File: src/rtl/mbrm_pkg.sv
// shared types, register codes and constants of the breath-rate monitor
package mbrm_pkg;

    // fixed field widths
    localparam int CFG_INDEX_W = 3;
    localparam int CFG_DATA_W  = 20;
    localparam int PIX_W       = 8;
    localparam int TS_W        = 32;
    localparam int FIELD_CNT_W = 20;
    localparam int FRAME_W     = 16;
    localparam int PERIOD_W    = 14;
    localparam int BPM_W       = 6;
    localparam int GAIN_CFG_W  = 16;
    localparam int RATE_W      = 16;
    localparam int DIV_CNT_W   = 4;
    localparam int REM_W       = 14;
    localparam int PER_SUM_W   = 18;
    localparam int GAP_SMALL_W = 14;
    localparam int RECIP_SHIFT = 19;

    // register reset values
    localparam logic [7:0]  THRESHOLD_RESET = 8'd50;
    localparam logic [19:0] CEILING_RESET   = 20'd40000;
    localparam logic [19:0] FLOOR_RESET     = 20'd4000;
    localparam logic [15:0] GAIN_RESET      = 16'd1311;
    localparam logic [19:0] BAND_RESET      = 20'd500;
    localparam logic [19:0] SWING_RESET     = 20'd700;
    localparam logic [15:0] STABLE_RESET    = 16'd120;
    localparam logic [15:0] ABSENT_RESET    = 16'd300;

    // state reset values and arithmetic constants
    localparam int unsigned    AVG_RESET    = 1500;
    localparam logic [13:0]    PERIOD_RESET = 14'd3000;
    localparam logic [5:0]     BPM_RESET    = 6'd20;
    localparam logic [5:0]     BPM_MAX      = 6'd40;
    localparam logic [15:0]    RATE_DIVIDEND = 16'd60000;
    localparam logic [31:0]    GAP_LOW      = 32'd1500;
    localparam logic [31:0]    GAP_HIGH     = 32'd12000;
    localparam logic [7:0]     PIXEL_ON     = 8'd255;
    localparam logic [15:0]    FRAMES_MAX   = 16'hFFFF;
    localparam int unsigned    LIMIT_SCALE  = 3;
    localparam int unsigned    SMOOTH_OLD   = 9;
    localparam int unsigned    RECIP_TEN    = 52429;

    // configuration register indexes
    typedef enum logic [CFG_INDEX_W-1:0] {
        CFG_PIXEL_THRESHOLD = 3'd0,
        CFG_COUNT_CEILING   = 3'd1,
        CFG_COUNT_FLOOR     = 3'd2,
        CFG_AVERAGE_GAIN    = 3'd3,
        CFG_PRESENCE_BAND   = 3'd4,
        CFG_BREATH_SWING    = 3'd5,
        CFG_STABLE_FRAMES   = 3'd6,
        CFG_ABSENT_FRAMES   = 3'd7
    } cfg_idx_t;

    typedef struct packed {
        logic [7:0]  pixel_threshold;
        logic [19:0] count_ceiling;
        logic [19:0] count_floor;
        logic [15:0] average_gain;
        logic [19:0] presence_band;
        logic [19:0] breath_swing;
        logic [15:0] stable_frames;
        logic [15:0] absent_frames;
    } cfg_t;

    // frame sequencer states
    typedef enum logic [3:0] {
        ST_IDLE,
        ST_MUL1,
        ST_MUL2,
        ST_LIMIT,
        ST_DECIDE,
        ST_PER1,
        ST_PER2,
        ST_PER3,
        ST_DIV,
        ST_DONE
    } state_t;

    // shared unit operations
    typedef enum logic {
        ALU_MAC,
        ALU_SUB
    } alu_op_t;

    // one result item
    typedef struct packed {
        logic [7:0]  binary_pixel;
        logic        frame_done;
        logic [19:0] motion_count;
        logic [19:0] running_average;
        logic        refresh_reference;
        logic        subject_present;
        logic        subject_stable;
        logic        breath_detected;
        logic [31:0] breath_gap_ms;
        logic [5:0]  breaths_per_minute;
    } result_t;

endpackage

File: src/rtl/mbrm_in_if.sv
// pixel-pair input channel
interface mbrm_in_if;
    logic        valid;
    logic        ready;
    logic [7:0]  current_pixel;
    logic [7:0]  reference_pixel;
    logic        frame_end;
    logic [31:0] timestamp_ms;

    modport source (
        output valid, current_pixel, reference_pixel, frame_end, timestamp_ms,
        input  ready
    );
    modport sink (
        input  valid, current_pixel, reference_pixel, frame_end, timestamp_ms,
        output ready
    );
endinterface

File: src/rtl/mbrm_out_if.sv
// result output channel
interface mbrm_out_if;
    logic        valid;
    logic        ready;
    logic [7:0]  binary_pixel;
    logic        frame_done;
    logic [19:0] motion_count;
    logic [19:0] running_average;
    logic        refresh_reference;
    logic        subject_present;
    logic        subject_stable;
    logic        breath_detected;
    logic [31:0] breath_gap_ms;
    logic [5:0]  breaths_per_minute;

    modport source (
        output valid, binary_pixel, frame_done, motion_count, running_average,
               refresh_reference, subject_present, subject_stable,
               breath_detected, breath_gap_ms, breaths_per_minute,
        input  ready
    );
    modport sink (
        input  valid, binary_pixel, frame_done, motion_count, running_average,
               refresh_reference, subject_present, subject_stable,
               breath_detected, breath_gap_ms, breaths_per_minute,
        output ready
    );
endinterface

File: src/rtl/mbrm_cfg.sv
// configuration register bank
module mbrm_cfg (
    input  logic                                 clk,
    input  logic                                 rst_n,
    input  logic                                 cfg_we,
    input  logic [mbrm_pkg::CFG_INDEX_W-1:0]     cfg_index,
    input  logic [mbrm_pkg::CFG_DATA_W-1:0]      cfg_data,
    output mbrm_pkg::cfg_t                       cfg
);

    mbrm_pkg::cfg_t cfg_reg;

    // register writes, masked to each register's width
    always_ff @(posedge clk or negedge rst_n)
    begin
        if (!rst_n)
        begin
            cfg_reg.pixel_threshold <= mbrm_pkg::THRESHOLD_RESET;
            cfg_reg.count_ceiling   <= mbrm_pkg::CEILING_RESET;
            cfg_reg.count_floor     <= mbrm_pkg::FLOOR_RESET;
            cfg_reg.average_gain    <= mbrm_pkg::GAIN_RESET;
            cfg_reg.presence_band   <= mbrm_pkg::BAND_RESET;
            cfg_reg.breath_swing    <= mbrm_pkg::SWING_RESET;
            cfg_reg.stable_frames   <= mbrm_pkg::STABLE_RESET;
            cfg_reg.absent_frames   <= mbrm_pkg::ABSENT_RESET;
        end
        else if (cfg_we)
        begin
            case (mbrm_pkg::cfg_idx_t'(cfg_index))
                mbrm_pkg::CFG_PIXEL_THRESHOLD: cfg_reg.pixel_threshold <= cfg_data[7:0];
                mbrm_pkg::CFG_COUNT_CEILING:   cfg_reg.count_ceiling   <= cfg_data[19:0];
                mbrm_pkg::CFG_COUNT_FLOOR:     cfg_reg.count_floor     <= cfg_data[19:0];
                mbrm_pkg::CFG_AVERAGE_GAIN:    cfg_reg.average_gain    <= cfg_data[15:0];
                mbrm_pkg::CFG_PRESENCE_BAND:   cfg_reg.presence_band   <= cfg_data[19:0];
                mbrm_pkg::CFG_BREATH_SWING:    cfg_reg.breath_swing    <= cfg_data[19:0];
                mbrm_pkg::CFG_STABLE_FRAMES:   cfg_reg.stable_frames   <= cfg_data[15:0];
                mbrm_pkg::CFG_ABSENT_FRAMES:   cfg_reg.absent_frames   <= cfg_data[15:0];
                default:                       cfg_reg <= cfg_reg;
            endcase
        end
    end

    assign cfg = cfg_reg;

endmodule

File: src/rtl/mbrm_alu.sv
// shared multiply-add and subtract unit
module mbrm_alu #(
    parameter int A_W = 18,
    parameter int B_W = 20,
    parameter int R_W = 39
) (
    input  mbrm_pkg::alu_op_t   op,
    input  logic [A_W-1:0]      a,
    input  logic [B_W-1:0]      b,
    input  logic [R_W-1:0]      c,
    output logic [R_W-1:0]      res
);

    logic [A_W+B_W-1:0] prod;

    // one multiplier, full-width product
    assign prod = a * b;

    // operation select; subtract leaves the borrow in the top bit
    always_comb
    begin
        case (op)
            mbrm_pkg::ALU_MAC: res = R_W'(prod) + c;
            mbrm_pkg::ALU_SUB: res = R_W'(a) - R_W'(b);
            default:           res = '0;
        endcase
    end

endmodule

File: src/rtl/motion_breath_rate_monitor.sv
// top level: pixel counter, frame sequencer and output register
// Breath-rate monitor fed by frame differencing.
// pixels: one current/reference pixel pair per item, frame_end on the last
// pixel of a frame, timestamp_ms read with that pixel.
// results: one item per pixel; binary_pixel always, the frame fields and
// frame_done only on the frame-end pixel, breaths_per_minute always.
// cfg_we/cfg_index/cfg_data write the eight registers, no read-back; write
// them only while no item is in flight.
// A pixel that does not end a frame is taken while the sequencer is idle and its
// result is in the output register on the next cycle; such pixels stream at one
// per clock while the receiver keeps up.
// A frame-end pixel runs through the shared multiply-add unit: two multiplies
// for the average, one for the limit, one decide step, output load; when a
// breath with a gap inside the bounds re-smooths the period, two more multiplies
// and a 16-step division for the rate come before the output load.
// pixels.ready is low during that sequence.
// A stalled receiver holds the result in the output register; a new item is
// taken only in the cycle the register empties or is already empty.
// Reset clears all counters and flags, the average to 1500, the period to
// 3000 ms (20 breaths per minute) and the registers to their defaults.
module motion_breath_rate_monitor #(
    parameter int COUNT_BITS     = 20,
    parameter int GAIN_FRAC_BITS = 16
) (
    input  logic                                 clk,
    input  logic                                 rst_n,
    mbrm_in_if.sink                              pixels,
    mbrm_out_if.source                           results,
    input  logic                                 cfg_we,
    input  logic [mbrm_pkg::CFG_INDEX_W-1:0]     cfg_index,
    input  logic [mbrm_pkg::CFG_DATA_W-1:0]      cfg_data
);

    localparam int GAIN_W = GAIN_FRAC_BITS + 1;
    localparam int GC_W   = (GAIN_W > mbrm_pkg::GAIN_CFG_W) ? GAIN_W : mbrm_pkg::GAIN_CFG_W;
    localparam int A_W    = (GAIN_W > mbrm_pkg::PER_SUM_W) ? GAIN_W : mbrm_pkg::PER_SUM_W;
    localparam int B_W    = (COUNT_BITS > mbrm_pkg::RATE_W) ? COUNT_BITS : mbrm_pkg::RATE_W;
    localparam int R_W    = A_W + B_W + 1;
    localparam int CMP_W  = ((COUNT_BITS > mbrm_pkg::FIELD_CNT_W) ? COUNT_BITS
                             : mbrm_pkg::FIELD_CNT_W) + 2;
    localparam logic [COUNT_BITS-1:0] COUNT_MAX = '1;
    localparam logic [GC_W-1:0]       GAIN_ONE  = GC_W'(1) << GAIN_FRAC_BITS;

    mbrm_pkg::cfg_t     cfg;
    mbrm_pkg::state_t   state_reg, state_next;
    mbrm_pkg::alu_op_t  alu_op;
    mbrm_pkg::result_t  res_reg, res_next;

    logic [A_W-1:0]     alu_a;
    logic [B_W-1:0]     alu_b;
    logic [R_W-1:0]     alu_c, alu_res;
    logic               alu_borrow;

    logic               out_valid_reg, out_load, out_free, accept;
    logic [COUNT_BITS-1:0] pixel_count_reg, count_inc, total_reg, average_count_reg;
    logic [mbrm_pkg::FRAME_W-1:0] still_frames_reg, low_motion_frames_reg;
    logic               stable_flag_reg, above_flag_reg, below_flag_reg;
    logic [mbrm_pkg::TS_W-1:0] breath_start_reg, ts_reg, gap_reg;
    logic [mbrm_pkg::PERIOD_W-1:0] period_reg;
    logic [mbrm_pkg::BPM_W-1:0] bpm_reg;
    logic [R_W-1:0]     acc_reg;
    logic [mbrm_pkg::PIX_W-1:0] bin_reg, bin_now;
    logic               refresh_reg, present_reg, breath_reg;
    logic [mbrm_pkg::REM_W-1:0] rem_reg;
    logic [mbrm_pkg::RATE_W-1:0] quo_reg, quo_last;
    logic [mbrm_pkg::DIV_CNT_W-1:0] div_cnt_reg;
    logic [mbrm_pkg::REM_W:0] rem_shift;

    logic [GC_W-1:0]    gain_sat;
    logic [GAIN_W-1:0]  gain, gain_rest;
    logic [8:0]         diff;
    logic               moving;

    // decide-step values
    logic [CMP_W-1:0]   limit_raw, limit_c, total_w, avg_w, dev_w, swing_w;
    logic               refresh_d, stable_set, stable_d, present_d, track;
    logic               above_t, below_t, breath_d, per_upd;
    logic [mbrm_pkg::FRAME_W-1:0] still_inc, still_d, low_d;
    logic [mbrm_pkg::TS_W-1:0] start_s, gap_d, start_d;

    mbrm_cfg u_cfg (
        .clk       (clk),
        .rst_n     (rst_n),
        .cfg_we    (cfg_we),
        .cfg_index (cfg_index),
        .cfg_data  (cfg_data),
        .cfg       (cfg)
    );

    mbrm_alu #(
        .A_W (A_W),
        .B_W (B_W),
        .R_W (R_W)
    ) u_alu (
        .op  (alu_op),
        .a   (alu_a),
        .b   (alu_b),
        .c   (alu_c),
        .res (alu_res)
    );

    assign alu_borrow = alu_res[R_W-1];

    // pixel front end
    assign diff    = {1'b0, pixels.current_pixel} - {1'b0, pixels.reference_pixel};
    assign moving  = !diff[8] && (diff[7:0] > cfg.pixel_threshold);
    assign bin_now = moving ? mbrm_pkg::PIXEL_ON : '0;
    assign count_inc = (moving && (pixel_count_reg != COUNT_MAX))
                       ? pixel_count_reg + 1'b1 : pixel_count_reg;

    // handshake
    assign out_free     = !out_valid_reg || results.ready;
    assign pixels.ready = (state_reg == mbrm_pkg::ST_IDLE) && out_free;
    assign accept       = pixels.valid && pixels.ready;

    // gain clamped to one
    assign gain_sat  = (GC_W'(cfg.average_gain) > GAIN_ONE) ? GAIN_ONE
                       : GC_W'(cfg.average_gain);
    assign gain      = GAIN_W'(gain_sat);
    assign gain_rest = GAIN_W'(GAIN_ONE - gain_sat);

    // frame decisions from the new average and the tripled average
    always_comb
    begin
        limit_raw = CMP_W'(acc_reg);
        total_w   = CMP_W'(total_reg);
        avg_w     = CMP_W'(average_count_reg);
        swing_w   = CMP_W'(cfg.breath_swing);
        if (limit_raw > CMP_W'(cfg.count_ceiling))
            limit_c = CMP_W'(cfg.count_ceiling);
        else if (limit_raw < CMP_W'(cfg.count_floor))
            limit_c = CMP_W'(cfg.count_floor);
        else
            limit_c = limit_raw;
        refresh_d = total_w > limit_c;
        still_inc = (still_frames_reg != mbrm_pkg::FRAMES_MAX)
                    ? still_frames_reg + 1'b1 : still_frames_reg;
        still_d   = refresh_d ? '0 : still_inc;
        stable_set = (still_d > cfg.stable_frames) && !stable_flag_reg;
        if (stable_set)
            stable_d = 1'b1;
        else if (still_d <= cfg.stable_frames)
            stable_d = 1'b0;
        else
            stable_d = stable_flag_reg;
        start_s = stable_set ? ts_reg : breath_start_reg;
        dev_w   = (total_w > avg_w) ? total_w - avg_w : avg_w - total_w;
        if (dev_w < CMP_W'(cfg.presence_band))
            low_d = (low_motion_frames_reg != mbrm_pkg::FRAMES_MAX)
                    ? low_motion_frames_reg + 1'b1 : low_motion_frames_reg;
        else
            low_d = '0;
        present_d = low_d <= cfg.absent_frames;
        track     = stable_d && present_d;
        above_t   = above_flag_reg || (total_w > avg_w + swing_w);
        below_t   = below_flag_reg || (total_w + swing_w < avg_w);
        breath_d  = track && above_t && below_t;
        gap_d     = breath_d ? ts_reg - start_s : '0;
        start_d   = breath_d ? ts_reg : start_s;
        per_upd   = breath_d && (gap_d > mbrm_pkg::GAP_LOW) && (gap_d < mbrm_pkg::GAP_HIGH);
    end

    // divider step: next dividend bit into the remainder
    assign rem_shift = {rem_reg, mbrm_pkg::RATE_DIVIDEND[div_cnt_reg]};
    assign quo_last  = {quo_reg[mbrm_pkg::RATE_W-2:0], !alu_borrow};

    // state register
    always_ff @(posedge clk or negedge rst_n)
    begin
        if (!rst_n)
            state_reg <= mbrm_pkg::ST_IDLE;
        else
            state_reg <= state_next;
    end

    // sequencer: next state, shared unit operands, output load
    always_comb
    begin
        state_next = state_reg;
        alu_op     = mbrm_pkg::ALU_MAC;
        alu_a      = '0;
        alu_b      = '0;
        alu_c      = '0;
        out_load   = 1'b0;
        res_next   = '0;
        case (state_reg)
            mbrm_pkg::ST_IDLE:
            begin
                if (accept)
                begin
                    if (pixels.frame_end)
                        state_next = mbrm_pkg::ST_MUL1;
                    else
                    begin
                        out_load = 1'b1;
                        res_next.binary_pixel       = bin_now;
                        res_next.breaths_per_minute = bpm_reg;
                    end
                end
            end
            mbrm_pkg::ST_MUL1:
            begin
                alu_a      = A_W'(gain);
                alu_b      = B_W'(total_reg);
                state_next = mbrm_pkg::ST_MUL2;
            end
            mbrm_pkg::ST_MUL2:
            begin
                alu_a      = A_W'(gain_rest);
                alu_b      = B_W'(average_count_reg);
                alu_c      = acc_reg;
                state_next = mbrm_pkg::ST_LIMIT;
            end
            mbrm_pkg::ST_LIMIT:
            begin
                alu_a      = A_W'(mbrm_pkg::LIMIT_SCALE);
                alu_b      = B_W'(average_count_reg);
                state_next = mbrm_pkg::ST_DECIDE;
            end
            mbrm_pkg::ST_DECIDE:
            begin
                state_next = per_upd ? mbrm_pkg::ST_PER1 : mbrm_pkg::ST_DONE;
            end
            mbrm_pkg::ST_PER1:
            begin
                alu_a      = A_W'(mbrm_pkg::SMOOTH_OLD);
                alu_b      = B_W'(period_reg);
                alu_c      = R_W'(gap_reg[mbrm_pkg::GAP_SMALL_W-1:0]);
                state_next = mbrm_pkg::ST_PER2;
            end
            mbrm_pkg::ST_PER2:
            begin
                alu_a      = A_W'(acc_reg[mbrm_pkg::PER_SUM_W-1:0]);
                alu_b      = B_W'(mbrm_pkg::RECIP_TEN);
                state_next = mbrm_pkg::ST_PER3;
            end
            mbrm_pkg::ST_PER3:
            begin
                state_next = mbrm_pkg::ST_DIV;
            end
            mbrm_pkg::ST_DIV:
            begin
                alu_op = mbrm_pkg::ALU_SUB;
                alu_a  = A_W'(rem_shift);
                alu_b  = B_W'(period_reg);
                if (div_cnt_reg == '0)
                    state_next = mbrm_pkg::ST_DONE;
            end
            mbrm_pkg::ST_DONE:
            begin
                if (out_free)
                begin
                    out_load   = 1'b1;
                    state_next = mbrm_pkg::ST_IDLE;
                    res_next.binary_pixel       = bin_reg;
                    res_next.frame_done         = 1'b1;
                    res_next.motion_count       = mbrm_pkg::FIELD_CNT_W'(total_reg);
                    res_next.running_average    = mbrm_pkg::FIELD_CNT_W'(average_count_reg);
                    res_next.refresh_reference  = refresh_reg;
                    res_next.subject_present    = present_reg;
                    res_next.subject_stable     = stable_flag_reg;
                    res_next.breath_detected    = breath_reg;
                    res_next.breath_gap_ms      = gap_reg;
                    res_next.breaths_per_minute = bpm_reg;
                end
            end
            default:
            begin
                state_next = mbrm_pkg::ST_IDLE;
            end
        endcase
    end

    // model state and control counters
    always_ff @(posedge clk or negedge rst_n)
    begin
        if (!rst_n)
        begin
            out_valid_reg         <= 1'b0;
            pixel_count_reg       <= '0;
            average_count_reg     <= COUNT_BITS'(mbrm_pkg::AVG_RESET);
            still_frames_reg      <= '0;
            low_motion_frames_reg <= '0;
            stable_flag_reg       <= 1'b0;
            above_flag_reg        <= 1'b0;
            below_flag_reg        <= 1'b0;
            breath_start_reg      <= '0;
            period_reg            <= mbrm_pkg::PERIOD_RESET;
            bpm_reg               <= mbrm_pkg::BPM_RESET;
            div_cnt_reg           <= '0;
        end
        else
        begin
            if (out_load)
                out_valid_reg <= 1'b1;
            else if (results.ready)
                out_valid_reg <= 1'b0;
            case (state_reg)
                mbrm_pkg::ST_IDLE:
                begin
                    if (accept)
                        pixel_count_reg <= pixels.frame_end ? '0 : count_inc;
                end
                mbrm_pkg::ST_MUL2:
                begin
                    average_count_reg <= COUNT_BITS'(alu_res >> GAIN_FRAC_BITS);
                end
                mbrm_pkg::ST_DECIDE:
                begin
                    still_frames_reg      <= still_d;
                    low_motion_frames_reg <= low_d;
                    stable_flag_reg       <= stable_d;
                    above_flag_reg        <= track && above_t && !breath_d;
                    below_flag_reg        <= track && below_t && !breath_d;
                    breath_start_reg      <= start_d;
                end
                mbrm_pkg::ST_PER3:
                begin
                    period_reg  <= mbrm_pkg::PERIOD_W'(acc_reg >> mbrm_pkg::RECIP_SHIFT);
                    div_cnt_reg <= mbrm_pkg::DIV_CNT_W'(mbrm_pkg::RATE_W - 1);
                end
                mbrm_pkg::ST_DIV:
                begin
                    div_cnt_reg <= div_cnt_reg - 1'b1;
                    if (div_cnt_reg == '0)
                    begin
                        if (quo_last > mbrm_pkg::RATE_W'(mbrm_pkg::BPM_MAX))
                            bpm_reg <= mbrm_pkg::BPM_MAX;
                        else
                            bpm_reg <= quo_last[mbrm_pkg::BPM_W-1:0];
                    end
                end
                default:
                begin
                    div_cnt_reg <= div_cnt_reg;
                end
            endcase
        end
    end

    // payload and working registers
    always_ff @(posedge clk)
    begin
        if (out_load)
            res_reg <= res_next;
        case (state_reg)
            mbrm_pkg::ST_IDLE:
            begin
                if (accept && pixels.frame_end)
                begin
                    total_reg <= count_inc;
                    ts_reg    <= pixels.timestamp_ms;
                    bin_reg   <= bin_now;
                end
            end
            mbrm_pkg::ST_MUL1,
            mbrm_pkg::ST_MUL2,
            mbrm_pkg::ST_LIMIT,
            mbrm_pkg::ST_PER1,
            mbrm_pkg::ST_PER2:
            begin
                acc_reg <= alu_res;
            end
            mbrm_pkg::ST_DECIDE:
            begin
                refresh_reg <= refresh_d;
                present_reg <= present_d;
                breath_reg  <= breath_d;
                gap_reg     <= gap_d;
            end
            mbrm_pkg::ST_PER3:
            begin
                rem_reg <= '0;
                quo_reg <= '0;
            end
            mbrm_pkg::ST_DIV:
            begin
                quo_reg <= quo_last;
                if (!alu_borrow)
                    rem_reg <= alu_res[mbrm_pkg::REM_W-1:0];
                else
                    rem_reg <= rem_shift[mbrm_pkg::REM_W-1:0];
            end
            default:
            begin
                acc_reg <= acc_reg;
            end
        endcase
    end

    // output channel
    assign results.valid              = out_valid_reg;
    assign results.binary_pixel       = res_reg.binary_pixel;
    assign results.frame_done         = res_reg.frame_done;
    assign results.motion_count       = res_reg.motion_count;
    assign results.running_average    = res_reg.running_average;
    assign results.refresh_reference  = res_reg.refresh_reference;
    assign results.subject_present    = res_reg.subject_present;
    assign results.subject_stable     = res_reg.subject_stable;
    assign results.breath_detected    = res_reg.breath_detected;
    assign results.breath_gap_ms      = res_reg.breath_gap_ms;
    assign results.breaths_per_minute = res_reg.breaths_per_minute;

    // a frame-end item always starts the sequencer
    assert property (@(posedge clk) disable iff (!rst_n)
        (pixels.valid && pixels.ready && pixels.frame_end) |=> (state_reg == mbrm_pkg::ST_MUL1))
    else $error("frame-end item did not start the frame sequence");

    // no item is taken while the sequencer is busy
    assert property (@(posedge clk) disable iff (!rst_n)
        (state_reg != mbrm_pkg::ST_IDLE) |-> !pixels.ready)
    else $error("input ready while frame sequence runs");

    // the rate never leaves its range
    assert property (@(posedge clk) disable iff (!rst_n)
        bpm_reg <= mbrm_pkg::BPM_MAX)
    else $error("breath rate above its ceiling");

    // a breath is only reported for a still, present subject
    assert property (@(posedge clk) disable iff (!rst_n)
        (results.valid && results.breath_detected)
            |-> (results.frame_done && results.subject_stable && results.subject_present))
    else $error("breath reported without stable presence");

endmodule

File: src/flat_wrapper.sv
// flat-port wrapper written by rule: the top's interface ports become plain ports
module motion_breath_rate_monitor_flat 
#(
    parameter int COUNT_BITS     = 20,
    parameter int GAIN_FRAC_BITS = 16
)
  (clk, rst_n, cfg_we, cfg_index, cfg_data, pixels_valid, pixels_current_pixel, pixels_reference_pixel, pixels_frame_end, pixels_timestamp_ms, pixels_ready, results_valid, results_binary_pixel, results_frame_done, results_motion_count, results_running_average, results_refresh_reference, results_subject_present, results_subject_stable, results_breath_detected, results_breath_gap_ms, results_breaths_per_minute, results_ready);
  mbrm_in_if pixels_i ();
  mbrm_out_if results_i ();
  input  logic clk;
  input  logic rst_n;
  input  logic cfg_we;
  input  logic [mbrm_pkg::CFG_INDEX_W-1:0] cfg_index;
  input  logic [mbrm_pkg::CFG_DATA_W-1:0] cfg_data;
  input wire logic [$bits(pixels_i.valid)-1:0] pixels_valid;
  input wire logic [$bits(pixels_i.current_pixel)-1:0] pixels_current_pixel;
  input wire logic [$bits(pixels_i.reference_pixel)-1:0] pixels_reference_pixel;
  input wire logic [$bits(pixels_i.frame_end)-1:0] pixels_frame_end;
  input wire logic [$bits(pixels_i.timestamp_ms)-1:0] pixels_timestamp_ms;
  output wire logic [$bits(pixels_i.ready)-1:0] pixels_ready;
  output wire logic [$bits(results_i.valid)-1:0] results_valid;
  output wire logic [$bits(results_i.binary_pixel)-1:0] results_binary_pixel;
  output wire logic [$bits(results_i.frame_done)-1:0] results_frame_done;
  output wire logic [$bits(results_i.motion_count)-1:0] results_motion_count;
  output wire logic [$bits(results_i.running_average)-1:0] results_running_average;
  output wire logic [$bits(results_i.refresh_reference)-1:0] results_refresh_reference;
  output wire logic [$bits(results_i.subject_present)-1:0] results_subject_present;
  output wire logic [$bits(results_i.subject_stable)-1:0] results_subject_stable;
  output wire logic [$bits(results_i.breath_detected)-1:0] results_breath_detected;
  output wire logic [$bits(results_i.breath_gap_ms)-1:0] results_breath_gap_ms;
  output wire logic [$bits(results_i.breaths_per_minute)-1:0] results_breaths_per_minute;
  input wire logic [$bits(results_i.ready)-1:0] results_ready;
  assign pixels_i.valid = pixels_valid;
  assign pixels_i.current_pixel = pixels_current_pixel;
  assign pixels_i.reference_pixel = pixels_reference_pixel;
  assign pixels_i.frame_end = pixels_frame_end;
  assign pixels_i.timestamp_ms = pixels_timestamp_ms;
  assign pixels_ready = pixels_i.ready;
  assign results_valid = results_i.valid;
  assign results_binary_pixel = results_i.binary_pixel;
  assign results_frame_done = results_i.frame_done;
  assign results_motion_count = results_i.motion_count;
  assign results_running_average = results_i.running_average;
  assign results_refresh_reference = results_i.refresh_reference;
  assign results_subject_present = results_i.subject_present;
  assign results_subject_stable = results_i.subject_stable;
  assign results_breath_detected = results_i.breath_detected;
  assign results_breath_gap_ms = results_i.breath_gap_ms;
  assign results_breaths_per_minute = results_i.breaths_per_minute;
  assign results_i.ready = results_ready;
  motion_breath_rate_monitor #(.COUNT_BITS(COUNT_BITS), .GAIN_FRAC_BITS(GAIN_FRAC_BITS)) u_core (.clk(clk), .rst_n(rst_n), .pixels(pixels_i), .results(results_i), .cfg_we(cfg_we), .cfg_index(cfg_index), .cfg_data(cfg_data));
endmodule
File: config.mk
export PLATFORM = sky130hd
export DESIGN_NAME = motion_breath_rate_monitor_flat
export DESIGN_NICKNAME = d
export VERILOG_FILES = /design/src/rtl/mbrm_pkg.sv /design/src/rtl/mbrm_in_if.sv /design/src/rtl/mbrm_out_if.sv /design/src/rtl/mbrm_cfg.sv /design/src/rtl/mbrm_alu.sv /design/src/rtl/motion_breath_rate_monitor.sv /design/src/flat_wrapper.sv
export SDC_FILE = /design/constraint.sdc
export NUM_CORES = 2
export LEC_CHECK = 0
export BUFFER_PORTS_ARGS = -buffer_cell sky130_fd_sc_hd__buf_2
export CAP_MARGIN = 20
export CORE_UTILIZATION = 45
export CTS_CLUSTER_SIZE = 20
export DETAILED_ROUTE_END_ITERATION = 7
export PLACE_DENSITY = 0.59
export SLEW_MARGIN = 20
export SYNTH_ARGS = -nofsm -noshare
export SYNTH_HDL_FRONTEND = slang
export SYNTH_SLANG_ARGS = --single-unit
File: constraint.sdc
create_clock -name clk -period 12 [get_ports clk]
set_input_delay 1.2 -clock clk [delete_from_list [all_inputs] [get_ports clk]]
set_output_delay 1.2 -clock clk [all_outputs]
set_load 0.005 [all_outputs]
; Word-level counts from Yosys, hierarchy flattened
; Memories as Yosys holds them, arrays and structs flattened.
; Index checks and enable logic that the tools add are counted.
[totals]
output_inout_bits = 93
memories = 1
ff_bits = 526
word_cells = 185
rom_bits = 16
[memory_table]
columns = memory, depth, width, rd, rd_clocked_by_memory_dff, wr, line_no
row1 = (name not given), 16, 1, 1, 0, 0, motion_breath_rate_monitor.sv:164  ; assign rem_shift = {rem_reg, mbrm_pkg::RATE_DIVIDEND[div_cnt_reg]};
[op_classes]
mul = 1
magnitude_cmp = 16
bitwise_logic = 1
n_mux = 46
n_eq_ne = 23
addsub = 13
n_reduce_logical = 43
[op_table]
columns = cell, n
row1 = one-hot mux 39 bit (2 select lines), 2
row2 = one-hot mux 18 bit (6 select lines), 1
row3 = 2-to-1 mux 32 bit, 3
row4 = 2-to-1 mux 91 bit, 1
row5 = one-hot mux 20 bit (4 select lines), 1
row6 = less-than comparator 22 x 20 -> 1 bit, 3
row7 = 2-to-1 mux 22 bit, 3
row8 = 2-to-1 mux 16 bit, 4
row9 = > comparator 20 x 22 -> 1 bit, 2
row10 = adder 20 x 20 -> 21 bit, 2
row11 = subtractor 20 x 20 -> 21 bit, 2
row12 = 2-to-1 mux 20 bit, 2
row13 = one-hot mux 4 bit (10 select lines), 1
row14 = adder 38 x 39 -> 39 bit, 1
row15 = multiplier 18 x 20 -> 38 bit, 1
row16 = "adder 16 x 1 -> 16 bit, second input constant", 2
row17 = "> comparator 32 x 11 -> 1 bit, second input constant", 1
row18 = less-or-equal comparator 16 bit, 2
row19 = "less-than comparator 32 x 14 -> 1 bit, second input constant", 1
row20 = "!= test 16 bit, second input constant", 2
row21 = subtractor 32 bit, 1
row22 = one-hot mux 15 bit (2 select lines), 1
row23 = one-hot mux 14 bit (2 select lines), 1
row24 = 2-to-1 mux 8 bit, 3
row25 = 42 further kinds, 100

; Logic depth before layout (Yosys ltp)
[logic_depth]
depth_word = 17
mapped_depth = 52

; Cells and area by module
; Synthesis repeated with hierarchy kept, for this count alone.
[hier_totals]
cells_unflattened = 4809
hier_area_um2 = 46430.8
[modules_own_cells]
columns = module, cells_each, instances, area_per_inst_um2, seq_area_each_um2
row1 = motion_breath_rate_monitor, 2752, 1, 26721.9, 10630.2
row2 = mbrm_alu, 1762, 1, 14500.2, 0.0
row3 = mbrm_cfg, 295, 1, 5208.7, 3454.6

; Worst setup path before layout
; No wires, ideal clock.
[synth_path]
path_kind = flip-flop to flip-flop
startpoint = reg u_core.acc_reg[1]
endpoint = reg u_core.state_reg[3]
synth_period_minus_slack_ns = 9.865
required_time_ns = 11.863
slack_ns = 2.135
t_arrival_ns = 9.728
stages_incl_launch_ff = 51
cell_sequence = edfxtp_1 > ha_1 > nor2b_1 > o21a_1 > o21a_1 > o21a_1 > o21a_1 > o21a_1 > o21bai_1 > a21oi_1 > o31ai_1 > o211ai_1 > and3b_1 > clkbuf_1 > a222oi_1 > ha_1 > nor2b_1 > o21a_1 > (+15 left out) > a211o_1 > clkbuf_1 > clkbuf_1 > o21ai_0 > ha_1 > fa_1 > nor2b_1 > o31ai_1 > a21o_1 > a2111oi_0 > o32ai_2 > a211o_1 > a21oi_1 > xor2_1 > or4_1 > nor4_2 > nand4_1 > a21boi_1
[synth_via]
elab_chain_cells = 17
[synth_rtl]
columns = item, line_no
row1 = from (decl), motion_breath_rate_monitor.sv:61  ; logic [R_W-1:0] acc_reg;
row2 = from (signal assigned), motion_breath_rate_monitor.sv:362  ; acc_reg <= alu_res;
row3 = from (signal assigned), motion_breath_rate_monitor.sv:386  ; acc_reg <= acc_reg;
row4 = less-than comparator 22 x 20 -> 1 bit, motion_breath_rate_monitor.sv:131  ; else if (limit_raw < CMP_W'(cfg.count_floor))
row5 = 2-to-1 mux 22 bit, motion_breath_rate_monitor.sv:131
row6 = 2-to-1 mux 22 bit (*), motion_breath_rate_monitor.sv:129  ; if (limit_raw > CMP_W'(cfg.count_ceiling))
row7 = > comparator 20 x 22 -> 1 bit (*), motion_breath_rate_monitor.sv:135  ; refresh_d = total_w > limit_c;
row8 = named net u_core.refresh_d, motion_breath_rate_monitor.sv:76  ; logic refresh_d, stable_set, stable_d, present_d, track;
row9 = 2-to-1 mux 16 bit (*), motion_breath_rate_monitor.sv:138  ; still_d = refresh_d ? '0 : still_inc;
row10 = named net u_core.still_d (one bit), motion_breath_rate_monitor.sv:78  ; logic [mbrm_pkg::FRAME_W-1:0] still_inc, still_d, low_d;
row11 = "parallel branches: the longest is 9 deep, another holds subtractor 32 bit", --
row12 = logical AND 1 bit (*), motion_breath_rate_monitor.sv:160  ; per_upd = breath_d && (gap_d > mbrm_pkg::GAP_LOW) && (gap_d < mbrm_pkg::GAP_HIGH);
row13 = 2-to-1 mux 4 bit (*), motion_breath_rate_monitor.sv:222  ; state_next = per_upd ? mbrm_pkg::ST_PER1 : mbrm_pkg::ST_DONE;
row14 = one-hot mux 4 bit (10 select lines) (*), motion_breath_rate_monitor.sv:186  ; case (state_reg)
row15 = to (signal assigned), motion_breath_rate_monitor.sv:171  ; state_reg <= mbrm_pkg::ST_IDLE;
row16 = to (signal assigned), motion_breath_rate_monitor.sv:173  ; state_reg <= state_next;
row17 = to (decl), motion_breath_rate_monitor.sv:45  ; mbrm_pkg::state_t state_reg, state_next;
; Mark *: on every way through the listed nets, which the timed path passes.
; A chain may end at the register's enable or synchronous reset.

; Worst setup path in the final report
[layout_path]
startpoint = reg u_core.acc_reg[1]
endpoint = reg u_core.state_reg[3]
[layout_via]
elab_chain_cells = 17
[layout_rtl]
columns = item, line_no
row1 = less-than comparator 22 x 20 -> 1 bit, motion_breath_rate_monitor.sv:131
row2 = 2-to-1 mux 22 bit, motion_breath_rate_monitor.sv:131
row3 = 2-to-1 mux 22 bit (*), motion_breath_rate_monitor.sv:129
row4 = > comparator 20 x 22 -> 1 bit (*), motion_breath_rate_monitor.sv:135
row5 = 2-to-1 mux 16 bit (*), motion_breath_rate_monitor.sv:138
row6 = named net u_core.still_d (one bit), motion_breath_rate_monitor.sv:78
row7 = "parallel branches: the longest is 9 deep, another holds subtractor 32 bit", --
row8 = logical AND 1 bit (*), motion_breath_rate_monitor.sv:160
row9 = 2-to-1 mux 4 bit (*), motion_breath_rate_monitor.sv:222
row10 = one-hot mux 4 bit (10 select lines) (*), motion_breath_rate_monitor.sv:186
; Marked as above.

==> qor.yml <==
crit_top_cell: "o21a_1"
synth_edf_count: 237
synth_seq_area_share_pct: 31.1
initial_core_util_pct: 45.5
cts.path.max_buffers: 3
grt-ovfl-total: 0
outcome: "finished clean"
coreArea_sq_um: 98700
grt_pass1_vias: 34600
synth_ff_type: "edfxtp_1"
synth_warnings: 0
finalNonFillerCells: 6184
slowest_delay_ps: 650
gp_congestion: 0.946
fill_cells: 9405
place_hpwl_mm: 107
finalMaxSlewViolations: 0
cp-end-kind: "flip-flop"
min-delay-path-class: "reg -> reg"
synthTopCellsByCount: "inv_1, nand2_1, ha_1"
start_kind: "flip-flop"
wire_per_inst_um: 22.4
viasPerCell: 5.68
cts_hold_buf: 0
top_level_ports: 170
clock_sinks: 509
synthMostInstantiatedCell: "inv_1"
regArea_sq_um: 14000
cts_buffers: 53
postCtsSetupRepairBufs: 0
clk_pin_slew_ps: 60
fin_skew_ps: 18.2
antenna_left: 0
cts_htree_levels: 2
area_growth_pct: 9.30
vias: 35100
final-hold-violation-count: 0
period_share_pct: 93.9
largest_reg_flops: 136
drive_gt1_share_pct: 11.4
utilization_pct: 49.8
fin_nets: 5677
track_usage_pct: 27.5
cts_root_buffer: "clkbuf_16"
setup_violations: 0
rows: 115
relSlewSlack_pct: 18.3
yosysUniqueCellTypes: 90
syn-instance-count: 4751
syn_area_per_cell_sq_um: 9.46
arrival_ps: 11770
die_area_sq_um: 101000
placed_cells: 6079
worst_pin_slew_ps: 1210
antenna_found_initial: 8
tns_ps: 0
cp.required_ps: 12500
synthArstFlopShare_pct: 53.4
multi_input_area_sq_um: 27900
max_cap_violations: 0
grt_max_degree: 129
cts_resized: 0
die_w_um: 318
synth_area_leaders: "edfxtp_1, fa_1, dfrtp_1, ha_1, inv_1"
rsz0062_at_grt: "no"
die_height_um: 318
routed_wl_mm: 138
drt_pass1_iterations: 8
syn_area_sq_um: 45000
critPathKind: "reg -> reg"
synth_top_area_share_pct: 15.8
cpMaxStageDelayCell: "o32ai_2"
synth_seq_cells: 509
port_buffers: 169
fin_crit_ps: 11270
first_iter_violations: 2852
worstSkewPairLatency_ps: 650
synth_top_area_cell: "edfxtp_1"
cp_max_fo: 30
fmax_mhz: 88.8
grt_pass1_wl_mm: 213
drc_errors: 0
cts_tree: "built"
==> cell usage in the layout (no fill, tap or decap), types with 46 or more instances in the layout <==
cell	count
a21o_1	110
dfstp_2	57
a21oi_1	253
dfrtp_1	215
o21ai_0	220
xnor2_1	91
fa_1	328
buf_4	75
edfxtp_1	237
nand4_1	46
nor3_1	50
nor2_1	264
nor4_1	52
nand2b_1	47
and2_1	113
clkbuf_16	59
ha_1	424
mux2i_1	59
nand2_1	569
buf_2	168
inv_1	616
mux2_2	119
xor2_1	62
nand3_1	63
==> metal layers <==
layer	vias to the layer above	GRT usage (%)	part of all wire (%)
li1	16400	-	-
met1	17400	39.5	46
met2	1098	43.5	45
met3	181	3.76	6.5
met4	8	6.98	2.6
met5	-	0	0.037
==> metrics by stage <==
step	hold slack [ps]	instance area (sq um)	setup WS, ps
2_1_floorplan	432	45000	2130
3_3_place_gp	448	47300	1150
3_5_place_dp	448	47300	923
4_1_cts	459	49100	889
5_1_grt	482	49100	11.8
6_report	459	49100	735
==> final timing paths <==
| path | start | endpoint | slack (ps) | cells past startpoint |
|---|---|---|---|---|
| worst min register to register | u_core.period_reg[11] | u_core.period_reg[11] | 460 | 2 |
| worst max register to register | u_core.acc_reg[1] | u_core.state_reg[3] | 730 | 48 |
| max in group asynchronous | rst_n | u_core.u_cfg.cfg[42] | 9670 | 3 |
| worst min-delay path | u_core.period_reg[11] | u_core.period_reg[11] | 460 | 2 |
| min in group asynchronous | rst_n | u_core.breath_start_reg[24] | 520 | 1 |
| worst max-delay path | u_core.acc_reg[1] | u_core.state_reg[3] | 730 | 48 |
==> critical path, delay by kind of cell, from the launching register on <==
kind,cells,cell delay (ps)
buffers and inverters,4,1110
AND/OR/NAND/NOR,8,1390
adder cells (fa/ha/maj),4,1180
multiplexers,1,220
AO/OA/AOI/OAI,31,6680
flip-flops,1,500
==> cell families (layout without fill, tap and decap cells) <==
group | Yosys count | after routing | share of synthesized area, %
AO/OA/AOI/OAI | 947 | 947 | 13.7
flip-flops | 509 | 509 | 31.1
multiplexers | 178 | 178 | 4.29
other | 2 | 13 | 0.0167
AND/OR/NAND/NOR | 1374 | 1374 | 14.3
adder cells (fa/ha/maj) | 756 | 756 | 26.5
XOR/XNOR | 153 | 153 | 2.98
buffers and inverters | 832 | 967 | 7.02
==> final cells by class <==
class,count,share of cell area [%]
sequential,509,28.5
inverter,621,4.74
clock inverter,25,0.428
clock buffer,75,3.23
tap,1287,3.28
antenna,4,0.0204
timing repair buffer,246,2.95
multi-input combinational,3417,56.9
Power is left out: the tool's default activity adds up to more than one toggle a clock period on the data nets, which glitch-free logic cannot reach.
